## src/hw/rtl/rne_pkg.sv

```systemverilog
`timescale 1ns / 1ps
// ----------------------------------------------------------------------------
// rne_pkg: shared types and letter tables for the Roman numeral encoder
// Digit record passed from the front end to the back end, ASCII letters,
// and the per-digit length and letter lookup.
// ----------------------------------------------------------------------------
package rne_pkg;

    localparam int VALUE_W     = 14;
    localparam int LETTER_W    = 7;
    localparam int QUEUE_DEPTH = 2;
    localparam int VALUE_MAX   = 9999;

    // ASCII codes
    localparam logic [LETTER_W-1:0] CH_M    = 7'h4D;
    localparam logic [LETTER_W-1:0] CH_D    = 7'h44;
    localparam logic [LETTER_W-1:0] CH_C    = 7'h43;
    localparam logic [LETTER_W-1:0] CH_L    = 7'h4C;
    localparam logic [LETTER_W-1:0] CH_X    = 7'h58;
    localparam logic [LETTER_W-1:0] CH_V    = 7'h56;
    localparam logic [LETTER_W-1:0] CH_I    = 7'h49;
    localparam logic [LETTER_W-1:0] CH_DASH = 7'h2D;
    localparam logic [LETTER_W-1:0] CH_NONE = 7'h00;

    // decimal positions, most significant first
    localparam logic [1:0] POS_THOU = 2'd0;
    localparam logic [1:0] POS_HUND = 2'd1;
    localparam logic [1:0] POS_TENS = 2'd2;
    localparam logic [1:0] POS_UNIT = 2'd3;

    typedef enum logic [1:0] {
        SYM_ONE  = 2'd0,
        SYM_FIVE = 2'd1,
        SYM_TEN  = 2'd2
    } sym_t;

    typedef struct packed {
        logic       err;
        logic [3:0] thou;
        logic [3:0] hund;
        logic [3:0] tens;
        logic [3:0] unit;
    } digits_t;

    // number of letters a digit produces at a given position
    function automatic logic [2:0] digit_len(input logic [1:0] pos, input logic [3:0] dig);
        logic [2:0] len;
        begin
            case (dig) inside
                4'd1, 4'd5:        len = 3'd1;
                4'd2, 4'd6:        len = 3'd2;
                4'd3, 4'd7:        len = 3'd3;
                4'd4, 4'd9:        len = 3'd2;
                4'd8:              len = 3'd4;
                default:           len = 3'd0;
            endcase
            // overline forms add one dash
            if (pos == POS_THOU && dig >= 4'd4 && dig <= 4'd9) begin
                len = len + 3'd1;
            end
            digit_len = len;
        end
    endfunction

    // one-five-ten pattern for positions below thousands
    function automatic sym_t digit_sym(input logic [3:0] dig, input logic [2:0] idx);
        sym_t s;
        begin
            case (dig) inside
                4'd4:             s = (idx == 3'd0) ? SYM_ONE : SYM_FIVE;
                4'd5:             s = SYM_FIVE;
                4'd6, 4'd7, 4'd8: s = (idx == 3'd0) ? SYM_FIVE : SYM_ONE;
                4'd9:             s = (idx == 3'd0) ? SYM_ONE : SYM_TEN;
                default:          s = SYM_ONE;
            endcase
            digit_sym = s;
        end
    endfunction

    function automatic logic [LETTER_W-1:0] thou_char(input logic [3:0] dig,
                                                      input logic [2:0] idx);
        logic [LETTER_W-1:0] c;
        begin
            case (dig) inside
                4'd4: begin
                    c = (idx == 3'd0) ? CH_M : ((idx == 3'd1) ? CH_V : CH_DASH);
                end
                4'd5: begin
                    c = (idx == 3'd0) ? CH_V : CH_DASH;
                end
                4'd6, 4'd7, 4'd8: begin
                    c = (idx == 3'd0) ? CH_V : ((idx == 3'd1) ? CH_DASH : CH_M);
                end
                4'd9: begin
                    c = (idx == 3'd0) ? CH_M : ((idx == 3'd1) ? CH_X : CH_DASH);
                end
                default: begin
                    c = CH_M;
                end
            endcase
            thou_char = c;
        end
    endfunction

    function automatic logic [LETTER_W-1:0] roman_char(input logic [1:0] pos,
                                                       input logic [3:0] dig,
                                                       input logic [2:0] idx);
        logic [LETTER_W-1:0] c;
        sym_t                s;
        begin
            s = digit_sym(dig, idx);
            unique case (pos)
                POS_THOU: c = thou_char(dig, idx);
                POS_HUND: c = (s == SYM_ONE) ? CH_C : ((s == SYM_FIVE) ? CH_D : CH_M);
                POS_TENS: c = (s == SYM_ONE) ? CH_X : ((s == SYM_FIVE) ? CH_L : CH_C);
                POS_UNIT: c = (s == SYM_ONE) ? CH_I : ((s == SYM_FIVE) ? CH_V : CH_X);
                default:  c = CH_NONE;
            endcase
            roman_char = c;
        end
    endfunction

endpackage

```

## src/hw/rtl/roman_numeral_encoder.sv

```systemverilog
`timescale 1ns / 1ps
// ----------------------------------------------------------------------------
// roman_numeral_encoder: binary number to Roman numeral letter stream
// Converts a 14-bit number (1..9999) into ASCII Roman letters, most
// significant digit first, with overline forms for thousands four and up.
// ----------------------------------------------------------------------------
//
//  channel   ports                               dir   one request is
//  -------   ---------------------------------   ---   ------------------------
//  input     s_valid s_ready s_value[13:0]       in    one number to convert
//  result    m_valid m_ready m_letter[6:0]       out   one letter, or an error
//            m_last m_error                            marker for 0 / >9999
//
//  Output rate: one letter per cycle from the back-end output register unless
//  the result is stalled; a number yields 1 to 17 letters (17 for 8888).
//  Input side takes one request per cycle while the digit pipeline and the
//  queue have room; a number passes through both, then the back-end registers.
//  Synchronous active-low reset clears all valid flags; no clearing pass.
//  Either side may stall independently; a stalled result holds its letter.
//
module roman_numeral_encoder #(
    parameter int QueueDepth = rne_pkg::QUEUE_DEPTH
) (
    input  logic                         aclk,
    input  logic                         aresetn,
    input  logic                         s_valid,
    output logic                         s_ready,
    input  logic [rne_pkg::VALUE_W-1:0]  s_value,
    output logic                         m_valid,
    input  logic                         m_ready,
    output logic [rne_pkg::LETTER_W-1:0] m_letter,
    output logic                         m_last,
    output logic                         m_error
);

    // digit records between the splitter and the letter sequencer
    logic             push_valid, push_ready;
    rne_pkg::digits_t push_data;
    logic             pop_valid, pop_ready;
    rne_pkg::digits_t pop_data;

    // front end: range check plus three divide-by-ten stages
    rne_front u_front (
        .aclk       (aclk),
        .aresetn    (aresetn),
        .s_valid    (s_valid),
        .s_ready    (s_ready),
        .s_value    (s_value),
        .push_valid (push_valid),
        .push_ready (push_ready),
        .push_data  (push_data)
    );

    // queue lets the splitter run ahead while long numerals drain
    rne_queue #(
        .Depth (QueueDepth)
    ) u_queue (
        .aclk       (aclk),
        .aresetn    (aresetn),
        .push_valid (push_valid),
        .push_ready (push_ready),
        .push_data  (push_data),
        .pop_valid  (pop_valid),
        .pop_ready  (pop_ready),
        .pop_data   (pop_data)
    );

    // back end: letter sequencing, pops the next record on the last letter
    rne_back u_back (
        .aclk      (aclk),
        .aresetn   (aresetn),
        .pop_valid (pop_valid),
        .pop_ready (pop_ready),
        .pop_data  (pop_data),
        .m_valid   (m_valid),
        .m_ready   (m_ready),
        .m_letter  (m_letter),
        .m_last    (m_last),
        .m_error   (m_error)
    );

endmodule

```

## src/hw/rtl/rne_front.sv

```systemverilog
`timescale 1ns / 1ps
// ----------------------------------------------------------------------------
// rne_front: request intake and decimal split
// Three-stage pipeline; each stage peels one decimal digit with a
// reciprocal multiply. Range check is done on intake.
// ----------------------------------------------------------------------------
module rne_front (
    input  logic                        aclk,
    input  logic                        aresetn,
    input  logic                        s_valid,
    output logic                        s_ready,
    input  logic [rne_pkg::VALUE_W-1:0] s_value,
    output logic                        push_valid,
    input  logic                        push_ready,
    output rne_pkg::digits_t            push_data
);

    // floor(x/10), exact for any 14-bit x
    function automatic logic [10:0] div10(input logic [13:0] x);
        logic [29:0] p;
        begin
            p     = 30'(x) * 30'd52429;
            div10 = p[29:19];
        end
    endfunction

    function automatic logic [3:0] rem10(input logic [13:0] x, input logic [10:0] q);
        logic [13:0] q10;
        begin
            q10   = (14'(q) << 3) + (14'(q) << 1);
            rem10 = 4'(x - q10);
        end
    endfunction

    logic        v1_reg, v1_next, v2_reg, v2_next, v3_reg, v3_next;
    logic        rdy1, rdy2, rdy3;
    logic [10:0] q1_reg, q1_next;
    logic [7:0]  q2_reg, q2_next;
    logic [3:0]  un1_reg, un1_next, un2_reg, un2_next;
    logic        err1_reg, err1_next, err2_reg, err2_next;
    logic [3:0]  te2_reg, te2_next;
    rne_pkg::digits_t d3_reg, d3_next;
    logic [10:0] q2_full, q3_full;

    assign rdy3    = !v3_reg || push_ready;
    assign rdy2    = !v2_reg || rdy3;
    assign rdy1    = !v1_reg || rdy2;
    assign s_ready = rdy1;

    assign push_valid = v3_reg;
    assign push_data  = d3_reg;

    always_comb begin
        v1_next   = v1_reg;
        v2_next   = v2_reg;
        v3_next   = v3_reg;
        q1_next   = q1_reg;
        un1_next  = un1_reg;
        err1_next = err1_reg;
        q2_next   = q2_reg;
        te2_next  = te2_reg;
        un2_next  = un2_reg;
        err2_next = err2_reg;
        d3_next   = d3_reg;
        q2_full   = div10(14'(q1_reg));
        q3_full   = div10(14'(q2_reg));
        if (rdy1) begin
            v1_next   = s_valid;
            q1_next   = div10(s_value);
            un1_next  = rem10(s_value, div10(s_value));
            err1_next = (s_value == '0) || (32'(s_value) > rne_pkg::VALUE_MAX);
        end
        if (rdy2) begin
            v2_next   = v1_reg;
            q2_next   = q2_full[7:0];
            te2_next  = rem10(14'(q1_reg), q2_full);
            un2_next  = un1_reg;
            err2_next = err1_reg;
        end
        if (rdy3) begin
            v3_next      = v2_reg;
            d3_next.err  = err2_reg;
            d3_next.thou = q3_full[3:0];
            d3_next.hund = rem10(14'(q2_reg), q3_full);
            d3_next.tens = te2_reg;
            d3_next.unit = un2_reg;
        end
    end

    always_ff @(posedge aclk) begin
        if (!aresetn) begin
            v1_reg <= 1'b0;
            v2_reg <= 1'b0;
            v3_reg <= 1'b0;
        end else begin
            v1_reg <= v1_next;
            v2_reg <= v2_next;
            v3_reg <= v3_next;
        end
        q1_reg   <= q1_next;
        un1_reg  <= un1_next;
        err1_reg <= err1_next;
        q2_reg   <= q2_next;
        te2_reg  <= te2_next;
        un2_reg  <= un2_next;
        err2_reg <= err2_next;
        d3_reg   <= d3_next;
    end

endmodule

```

## src/hw/rtl/rne_queue.sv

```systemverilog
`timescale 1ns / 1ps
// ----------------------------------------------------------------------------
// rne_queue: small digit-record FIFO
// Decouples the digit split from letter emission.
// ----------------------------------------------------------------------------
module rne_queue #(
    parameter int Depth = rne_pkg::QUEUE_DEPTH
) (
    input  logic             aclk,
    input  logic             aresetn,
    input  logic             push_valid,
    output logic             push_ready,
    input  rne_pkg::digits_t push_data,
    output logic             pop_valid,
    input  logic             pop_ready,
    output rne_pkg::digits_t pop_data
);

    localparam int IdxW = (Depth > 1) ? $clog2(Depth) : 1;
    localparam int CntW = $clog2(Depth + 1);

    rne_pkg::digits_t mem_reg [Depth];
    logic [IdxW-1:0]  wr_ptr_reg, wr_ptr_next, rd_ptr_reg, rd_ptr_next;
    logic [CntW-1:0]  count_reg, count_next;
    logic             do_push, do_pop;

    assign push_ready = (count_reg != CntW'(Depth));
    assign pop_valid  = (count_reg != '0);
    assign pop_data   = mem_reg[rd_ptr_reg];
    assign do_push    = push_valid && push_ready;
    assign do_pop     = pop_valid && pop_ready;

    always_comb begin
        wr_ptr_next = wr_ptr_reg;
        rd_ptr_next = rd_ptr_reg;
        count_next  = count_reg;
        if (do_push) begin
            wr_ptr_next = (wr_ptr_reg == IdxW'(Depth - 1)) ? '0 : wr_ptr_reg + 1'b1;
        end
        if (do_pop) begin
            rd_ptr_next = (rd_ptr_reg == IdxW'(Depth - 1)) ? '0 : rd_ptr_reg + 1'b1;
        end
        if (do_push && !do_pop) begin
            count_next = count_reg + 1'b1;
        end else if (do_pop && !do_push) begin
            count_next = count_reg - 1'b1;
        end
    end

    always_ff @(posedge aclk) begin
        if (!aresetn) begin
            wr_ptr_reg <= '0;
            rd_ptr_reg <= '0;
            count_reg  <= '0;
        end else begin
            wr_ptr_reg <= wr_ptr_next;
            rd_ptr_reg <= rd_ptr_next;
            count_reg  <= count_next;
        end
        if (do_push) begin
            mem_reg[wr_ptr_reg] <= push_data;
        end
    end

endmodule

```

## src/hw/rtl/rne_back.sv

```systemverilog
`timescale 1ns / 1ps
// ----------------------------------------------------------------------------
// rne_back: letter sequencer
// Walks the nonzero digits of one record, or sends one error marker, and
// emits one letter per cycle while not stalled, via a registered output stage.
// ----------------------------------------------------------------------------
module rne_back (
    input  logic                         aclk,
    input  logic                         aresetn,
    input  logic                         pop_valid,
    output logic                         pop_ready,
    input  rne_pkg::digits_t             pop_data,
    output logic                         m_valid,
    input  logic                         m_ready,
    output logic [rne_pkg::LETTER_W-1:0] m_letter,
    output logic                         m_last,
    output logic                         m_error
);

    logic                         busy_reg, busy_next;
    logic                         err_reg, err_next;
    logic [3:0]                   dig_reg [4];
    logic [3:0]                   dig_next [4];
    logic [1:0]                   pos_reg, pos_next;
    logic [2:0]                   ci_reg, ci_next;
    logic                         ovalid_reg, ovalid_next;
    logic [rne_pkg::LETTER_W-1:0] letter_reg, letter_next;
    logic                         last_reg, last_next;
    logic                         error_reg, error_next;

    logic [3:0]                   cur_dig;
    logic [2:0]                   cur_len;
    logic                         dig_end, more, last_c, load_out, emit, take;
    logic [1:0]                   nxt_pos, first_pos;

    assign cur_dig  = dig_reg[pos_reg];
    assign cur_len  = rne_pkg::digit_len(pos_reg, cur_dig);
    assign dig_end  = (ci_reg == cur_len - 3'd1);
    assign last_c   = err_reg || (dig_end && !more);
    assign load_out = !ovalid_reg || m_ready;
    assign emit     = busy_reg && load_out;
    assign pop_ready = !busy_reg || (emit && last_c);
    assign take     = pop_valid && pop_ready;

    // next nonzero digit after the current one
    always_comb begin
        more    = 1'b0;
        nxt_pos = pos_reg;
        for (int i = 3; i >= 0; i--) begin
            if (2'(i) > pos_reg && dig_reg[i] != 4'd0) begin
                more    = 1'b1;
                nxt_pos = 2'(i);
            end
        end
    end

    // leading nonzero digit of the incoming record
    always_comb begin
        first_pos = rne_pkg::POS_UNIT;
        if (pop_data.tens != 4'd0) first_pos = rne_pkg::POS_TENS;
        if (pop_data.hund != 4'd0) first_pos = rne_pkg::POS_HUND;
        if (pop_data.thou != 4'd0) first_pos = rne_pkg::POS_THOU;
    end

    always_comb begin
        busy_next   = busy_reg;
        err_next    = err_reg;
        dig_next    = dig_reg;
        pos_next    = pos_reg;
        ci_next     = ci_reg;
        ovalid_next = ovalid_reg;
        letter_next = letter_reg;
        last_next   = last_reg;
        error_next  = error_reg;

        if (load_out) begin
            ovalid_next = emit;
            letter_next = err_reg ? rne_pkg::CH_NONE
                                  : rne_pkg::roman_char(pos_reg, cur_dig, ci_reg);
            last_next   = last_c;
            error_next  = err_reg;
        end

        if (take) begin
            busy_next                    = 1'b1;
            err_next                     = pop_data.err;
            dig_next[rne_pkg::POS_THOU]  = pop_data.thou;
            dig_next[rne_pkg::POS_HUND]  = pop_data.hund;
            dig_next[rne_pkg::POS_TENS]  = pop_data.tens;
            dig_next[rne_pkg::POS_UNIT]  = pop_data.unit;
            pos_next                     = first_pos;
            ci_next                      = 3'd0;
        end else if (emit) begin
            if (last_c) begin
                busy_next = 1'b0;
            end else if (dig_end) begin
                pos_next = nxt_pos;
                ci_next  = 3'd0;
            end else begin
                ci_next = ci_reg + 3'd1;
            end
        end
    end

    always_ff @(posedge aclk) begin
        if (!aresetn) begin
            busy_reg   <= 1'b0;
            ovalid_reg <= 1'b0;
        end else begin
            busy_reg   <= busy_next;
            ovalid_reg <= ovalid_next;
        end
        err_reg    <= err_next;
        dig_reg    <= dig_next;
        pos_reg    <= pos_next;
        ci_reg     <= ci_next;
        letter_reg <= letter_next;
        last_reg   <= last_next;
        error_reg  <= error_next;
    end

    assign m_valid  = ovalid_reg;
    assign m_letter = letter_reg;
    assign m_last   = last_reg;
    assign m_error  = error_reg;

endmodule

```

## config.mk

```make
export PLATFORM = sky130hd
export DESIGN_NAME = roman_numeral_encoder
export DESIGN_NICKNAME = d
export VERILOG_FILES = /design/src/hw/rtl/rne_pkg.sv /design/src/hw/rtl/roman_numeral_encoder.sv /design/src/hw/rtl/rne_front.sv /design/src/hw/rtl/rne_queue.sv /design/src/hw/rtl/rne_back.sv
export SDC_FILE = /design/constraint.sdc
export NUM_CORES = 1
export LEC_CHECK = 0
export ABC_AREA = 1
export BUFFER_PORTS_ARGS = -buffer_cell sky130_fd_sc_hd__buf_4
export CAP_MARGIN = 20
export CORE_MARGIN = 5
export CORE_UTILIZATION = 59
export DETAILED_ROUTE_END_ITERATION = 16
export GPL_TIMING_DRIVEN = 0
export PLACE_DENSITY = 0.76
export SYNTH_ARGS = -nofsm -noshare
export SYNTH_HDL_FRONTEND = slang
export SYNTH_SLANG_ARGS = --single-unit
```

## constraint.sdc

```tcl
create_clock -name aclk -period 6.4 [get_ports aclk]
set_clock_uncertainty 0.2 [all_clocks]
set_input_delay 0.32 -clock aclk [delete_from_list [all_inputs] [get_ports aclk]]
set_output_delay 0.32 -clock aclk [all_outputs]
set_load 0.02 [all_outputs]
```

Yosys cells after proc, flatten, opt, wreduce, memory -nomap -nowiden
Memories as Yosys holds them, arrays and structs flattened. A register that Yosys moved wholly into a read port is not among the register bits.
Index checks and enable logic that the tools add are counted.
{ "word_totals": {"mem_count": 1, "regBits": 90, "ram_bits": 34, "elab_cells": 189, "out_inout_bits": 11} }
{ "mem_list": {"columns": ["memory", "depth", "width", "read_ports", "rd_ports_with_merged_regs", "write_ports", "line_no", "rtl"], "rows": [
  ["u_queue.mem_reg", 2, 17, 1, 1, 1, "rne_queue.sv:22", "rne_pkg::digits_t mem_reg [Depth];"]
]} }
{ "classes": {"magnitude_cmp": 8, "add_sub_neg": 13, "bitwise_logic": 2, "mul": 3, "n_mux": 62, "eq_ne": 17, "n_reduce_logical": 53} }
{ "ops": {"columns": ["operator", "count"], "rows": [
  ["$mux W7", 14],
  ["$mux W2", 18],
  ["$mul A14 B16 Y30 const B", 1],
  ["$pmux W7 S4", 1],
  ["$reduce_bool A4 Y1", 7],
  ["$mul A11 B16 Y27 const B", 1],
  ["$mul A8 B16 Y23 const B", 1],
  ["$mux W3", 7],
  ["$mux W4", 5],
  ["$eq A4 B3 Y1 const B", 4],
  ["$mux W1", 16],
  ["$gt A14 B14 Y1 const B", 1],
  ["$logic_not A14 Y1", 1],
  ["$logic_and A1 B1 Y1", 13],
  ["$add A4 B4 Y4", 3],
  ["$sub A4 B4 Y4", 3],
  ["$reduce_bool A2 Y1", 5],
  ["$bmux W4 S2", 1],
  ["$eq A4 B2 Y1 const B", 2],
  ["$eq A4 B4 Y1 const B", 2],
  ["$logic_not A1 Y1", 8],
  ["$reduce_or A2 Y1", 4],
  ["$logic_or A1 B1 Y1", 7],
  ["$add A3 B1 Y3 const B", 2],
  ["other kinds (23)", 31]
]} }

Depth between registers and ports, before layout
{ "logic_depth": {"ltp_word": 22, "depth_mapped": 33, "ltp_nobuf": 31} }

Cells and area by module
Synthesis repeated with hierarchy kept, for this count alone.
{ "unflattened": {"cells_unflattened": 1525, "area_unflattened_um2": 13736.9} }
{ "by_module_without_submodules": {"columns": ["mod", "n_inst", "area_each_um2", "cells_each", "seq_area_each_um2"], "rows": [
  ["rne_front", 1, 10323.7, 1210, 1561.5],
  ["rne_back", 1, 1891.8, 225, 940.9],
  ["rne_queue", 1, 1521.5, 90, 1121.1]
]} }

Least setup slack after synthesis
OpenSTA, ideal clock, no wires.
{ "synth_timing": {"kind": "input port to flip-flop", "from": "input port s_value[12] in the netlist's numbering", "to": "register u_front.un1_reg[3] (data pin)", "path_buffers": 0, "arrival_time_ns": 5.172, "path_slack_ns": 0.775, "stages": 22, "setup_ns": 0.254, "cell_sequence": "inv_1 -> ha_1 -> inv_1 -> fa_1 -> fa_1 -> fa_1 -> inv_1 -> fa_1 -> inv_1 -> fa_1 -> inv_1 -> ha_1 -> nand2_1 -> nor4_1 -> nand3_1 -> nand3_1 -> xor2_1 -> ha_1 -> xor2_1 -> xor2_1 -> xor2_1 -> inv_1"} }
{ "synth_between": {"elab_chain_len": 3} }
{ "synth_rtl": {"columns": ["element", "line_no", "rtl"], "rows": [
  ["from (decl)", "roman_numeral_encoder.sv:28", "input logic [rne_pkg::VALUE_W-1:0] s_value,"],
  ["$mul A14 B16 Y30", null, null],
  ["$add A4 B4 Y4", "rne_front.sv:30", "q10 = (14'(q) << 3) + (14'(q) << 1);"],
  ["$sub A4 B4 Y4", "rne_front.sv:31", "rem10 = 4'(x - q10);"],
  ["to (signal assigned)", "rne_front.sv:101", "un1_reg <= un1_next;"],
  ["to (decl)", "rne_front.sv:39", "logic [3:0] un1_reg, un1_next, un2_reg, un2_next;"]
]} }
No other way between the ends.
A chain may end at the register's enable or synchronous reset.

Worst setup path in the final report
{ "layout_timing": {"from": "input port s_value[12] in the netlist's numbering", "to": "register u_front.q1_reg[10] (data pin)"} }
{ "layout_between": {"elab_chain_len": 1} }
{ "layout_rtl": {"columns": ["element", "line_no", "rtl"], "rows": [
  ["$mul A14 B16 Y30", "rne_front.sv:22", "p = 30'(x) * 30'd52429;"],
  ["to (signal assigned)", "rne_front.sv:100", "q1_reg <= q1_next;"],
  ["to (decl)", "rne_front.sv:37", "logic [10:0] q1_reg, q1_next;"]
]} }
No other way between the ends.

==> flow_metrics.tcl <==
set metrics [dict create \
    antenna_found_initial 0 \
    largest_reg_flops 34 \
    cts_tree "built" \
    htree_levels 4 \
    tns_ns 0 \
    post_cts_buffers 0 \
    drcViolationCount 0 \
    required_ns 6.35 \
    wirelength_um 23400 \
    rsz0062_at_grt "no" \
    nets 1725 \
    max_slew.worst_pin.slew_ns 0.908 \
    cts_root_buffer "clkbuf_16" \
    grt_use_total_pct 20.5 \
    ys_seq_area_share_pct 28.1 \
    clkTransAtPathRegs_ns 0.05 \
    syn_to_final_growth_pct 9.03 \
    status "complete, no violations" \
    synthFlopType "edfxtp_1" \
    fmax_mhz 170 \
    insertion_delay_ns 0.41 \
    ant_nets 0 \
    first_pass_iters 5 \
    setup_viol_count_final 0 \
    layout_common_cells "268 x inv_1, 245 x ha_1, 182 x nand2_1" \
    routed-via-count 8622 \
    synth_edf_count 112 \
    die_h_um 158 \
    wl_per_cell_um 14.2 \
    syn_inst 1304 \
    drtIter0Drc 326 \
    setup.worst_path.end_class "register" \
    core_area_um2 21700 \
    syn_avg_cell_area_um2 9.88 \
    cp-start-kind "primary input" \
    syn_nets 1675 \
    hold_violations 0 \
    die_area_um2 24900 \
    synth_area_um2 12900 \
    max-slew-margin-rel_pct 39.4 \
    port_buffers 28 \
    grt_pass1_vias 9149 \
    maxSlewViolCount 0 \
    max_cap_viol_count 0 \
    ys.warnings.count 0 \
    grt_max_degree 20 \
    synthDistinctLibCells 52 \
    crit_type "in -> reg" \
    final_common_cell "inv_1" \
    path_max_fanout 5 \
    chipWidth_um 158 \
    initial_core_util_pct 59.4 \
    cts.sinks 125 \
    async_reset_ff_share_pct 0 \
    period_share_pct 91.8 \
    min_period_ns 5.88 \
    hold_class "in -> reg" \
    via_per_inst 5.23 \
    gp_congestion 0.906 \
    crit_arrival_ns 5.83 \
    grt_pass1_wl_um 41200 \
    overflow 0 \
    numCtsBuffers 17 \
    drive_gt1_share_pct 8.27 \
    synth-seq-cells 125 \
    io_pins 29 \
    num_antenna_cells 0 \
    hpwl_um 20000 \
    cts_max_path_buffers 2 \
    num_rows 54 \
]
==> critical path, cell delays in order <==
cell and delay [ns]:
buf_4 0.12, inv_1 0.07, ha_1 0.31, inv_1 0.07, fa_1 0.68, fa_1 0.49
fa_1 0.54, inv_1 0.05, fa_1 0.52, inv_1 0.06, fa_1 0.49, inv_1 0.04
ha_1 0.30, nand2_1 0.09, nor4_1 0.32, nand2_1 0.09, o211ai_1 0.32, nand3_1 0.16
o21ai_0 0.42, a21oi_1 0.18, xor2_1 0.17
==> cells in the mapped netlist (2+ instances only) <==
cell,number,area (µm²)
xor2_1,30,263
o211ai_1,5,37.5
nor2_4,2,22.5
or2_2,4,25.0
ha_1,245,3070
mux2_2,17,191
buf_6,4,45.0
o21ai_2,3,26.3
nor2_1,58,218
edfxtp_1,112,3360
nand3_2,2,20.0
inv_1,268,1010
a21oi_1,73,365
nand2_2,10,62.6
nand3_1,40,200
clkbuf_1,2,7.51
a211oi_1,2,15.0
a31oi_1,7,43.8
dfxtp_1,13,260
inv_2,2,7.51
a21o_1,5,37.5
o221ai_1,4,35.0
nor2_2,5,31.3
o21a_1,4,30.0
nand4_1,5,31.3
fa_1,108,2160
xnor2_1,13,114
o21bai_1,6,45.0
o21ai_0,35,175
nor3_1,7,35.0
nand3b_1,3,22.5
nor4_1,9,56.3
nand2_1,182,683
==> logic make-up (layout without fill, tap and decap cells) <==
family | after synthesis | after routing | share of synthesized area [%]
AO/OA/AOI/OAI | 154 | 154 | 6.93
XOR/XNOR | 43 | 43 | 2.92
adder cells (fa/ha/maj) | 353 | 353 | 40.6
buffers and inverters | 279 | 342 | 8.52
flip-flops | 125 | 125 | 28.1
multiplexers | 18 | 18 | 1.56
AND/OR/NAND/NOR | 332 | 332 | 11.4
==> path summary, 6_finish.rpt <==
kind | start | to | slack [ns] | cells past startpoint
worst max-delay path | s_value[12] | u_front.q1_reg[10] | 0.52 | 21
worst min-delay path | s_value[1] | u_front.un1_reg[0] | 0.14 | 2
worst max register to register | u_front.q1_reg[2] | u_front.te2_reg[3] | 0.67 | 20
worst min register to register | u_front.te2_reg[2] | u_front.push_data[6] | 0.22 | 0
==> stage by stage <==
| step | cells | hold WS [ns] | area [µm²] | setup WS, ns | util [%] |
|---|---|---|---|---|---|
| after CTS | 1647 | 0.109 | 14000 | 0.534 | 64.8 |
| after global placement | 1612 | 0.204 | 13400 | 0.159 | 62.0 |
| after global routing | 1647 | 0.134 | 14000 | 0.195 | 64.8 |
| final | 1647 | 0.137 | 14000 | 0.522 | 64.8 |
| after detailed placement | 1613 | 0.205 | 13500 | 0.148 | 62.0 |
| after floorplan | 1304 | 0.200 | 12900 | 0.775 | - |
==> area by class of cell <==
class                   instances  area, µm²
clock inverters                 7       87.6
clock buffers                  25        485
well taps                     280        350
flip-flops and latches        125       3620
inverters                     271       1020
multi-input cells             900       8160
fillers                      1690       7640
repair buffers                 31        238
plain buffers                   8       75.1
==> layer usage <==
| metal | part of all wire (%) | track usage [%] |
|---|---|---|
| met4 | 2.4 | 6.43 |
| met5 | 0 | 0 |
| met1 | 45 | 26.1 |
| met2 | 51 | 35.8 |
| met3 | 2.5 | 3.42 |
==> what timing repair did <==
item / CTS / global route
gates resized for setup: 0 / 0
hold buffers: 2 / 0
endpoints found under the hold margin: 6 / 0
Power is not shown: default switching activity piles up to over one toggle a cycle in this logic, so the estimate is an artifact.
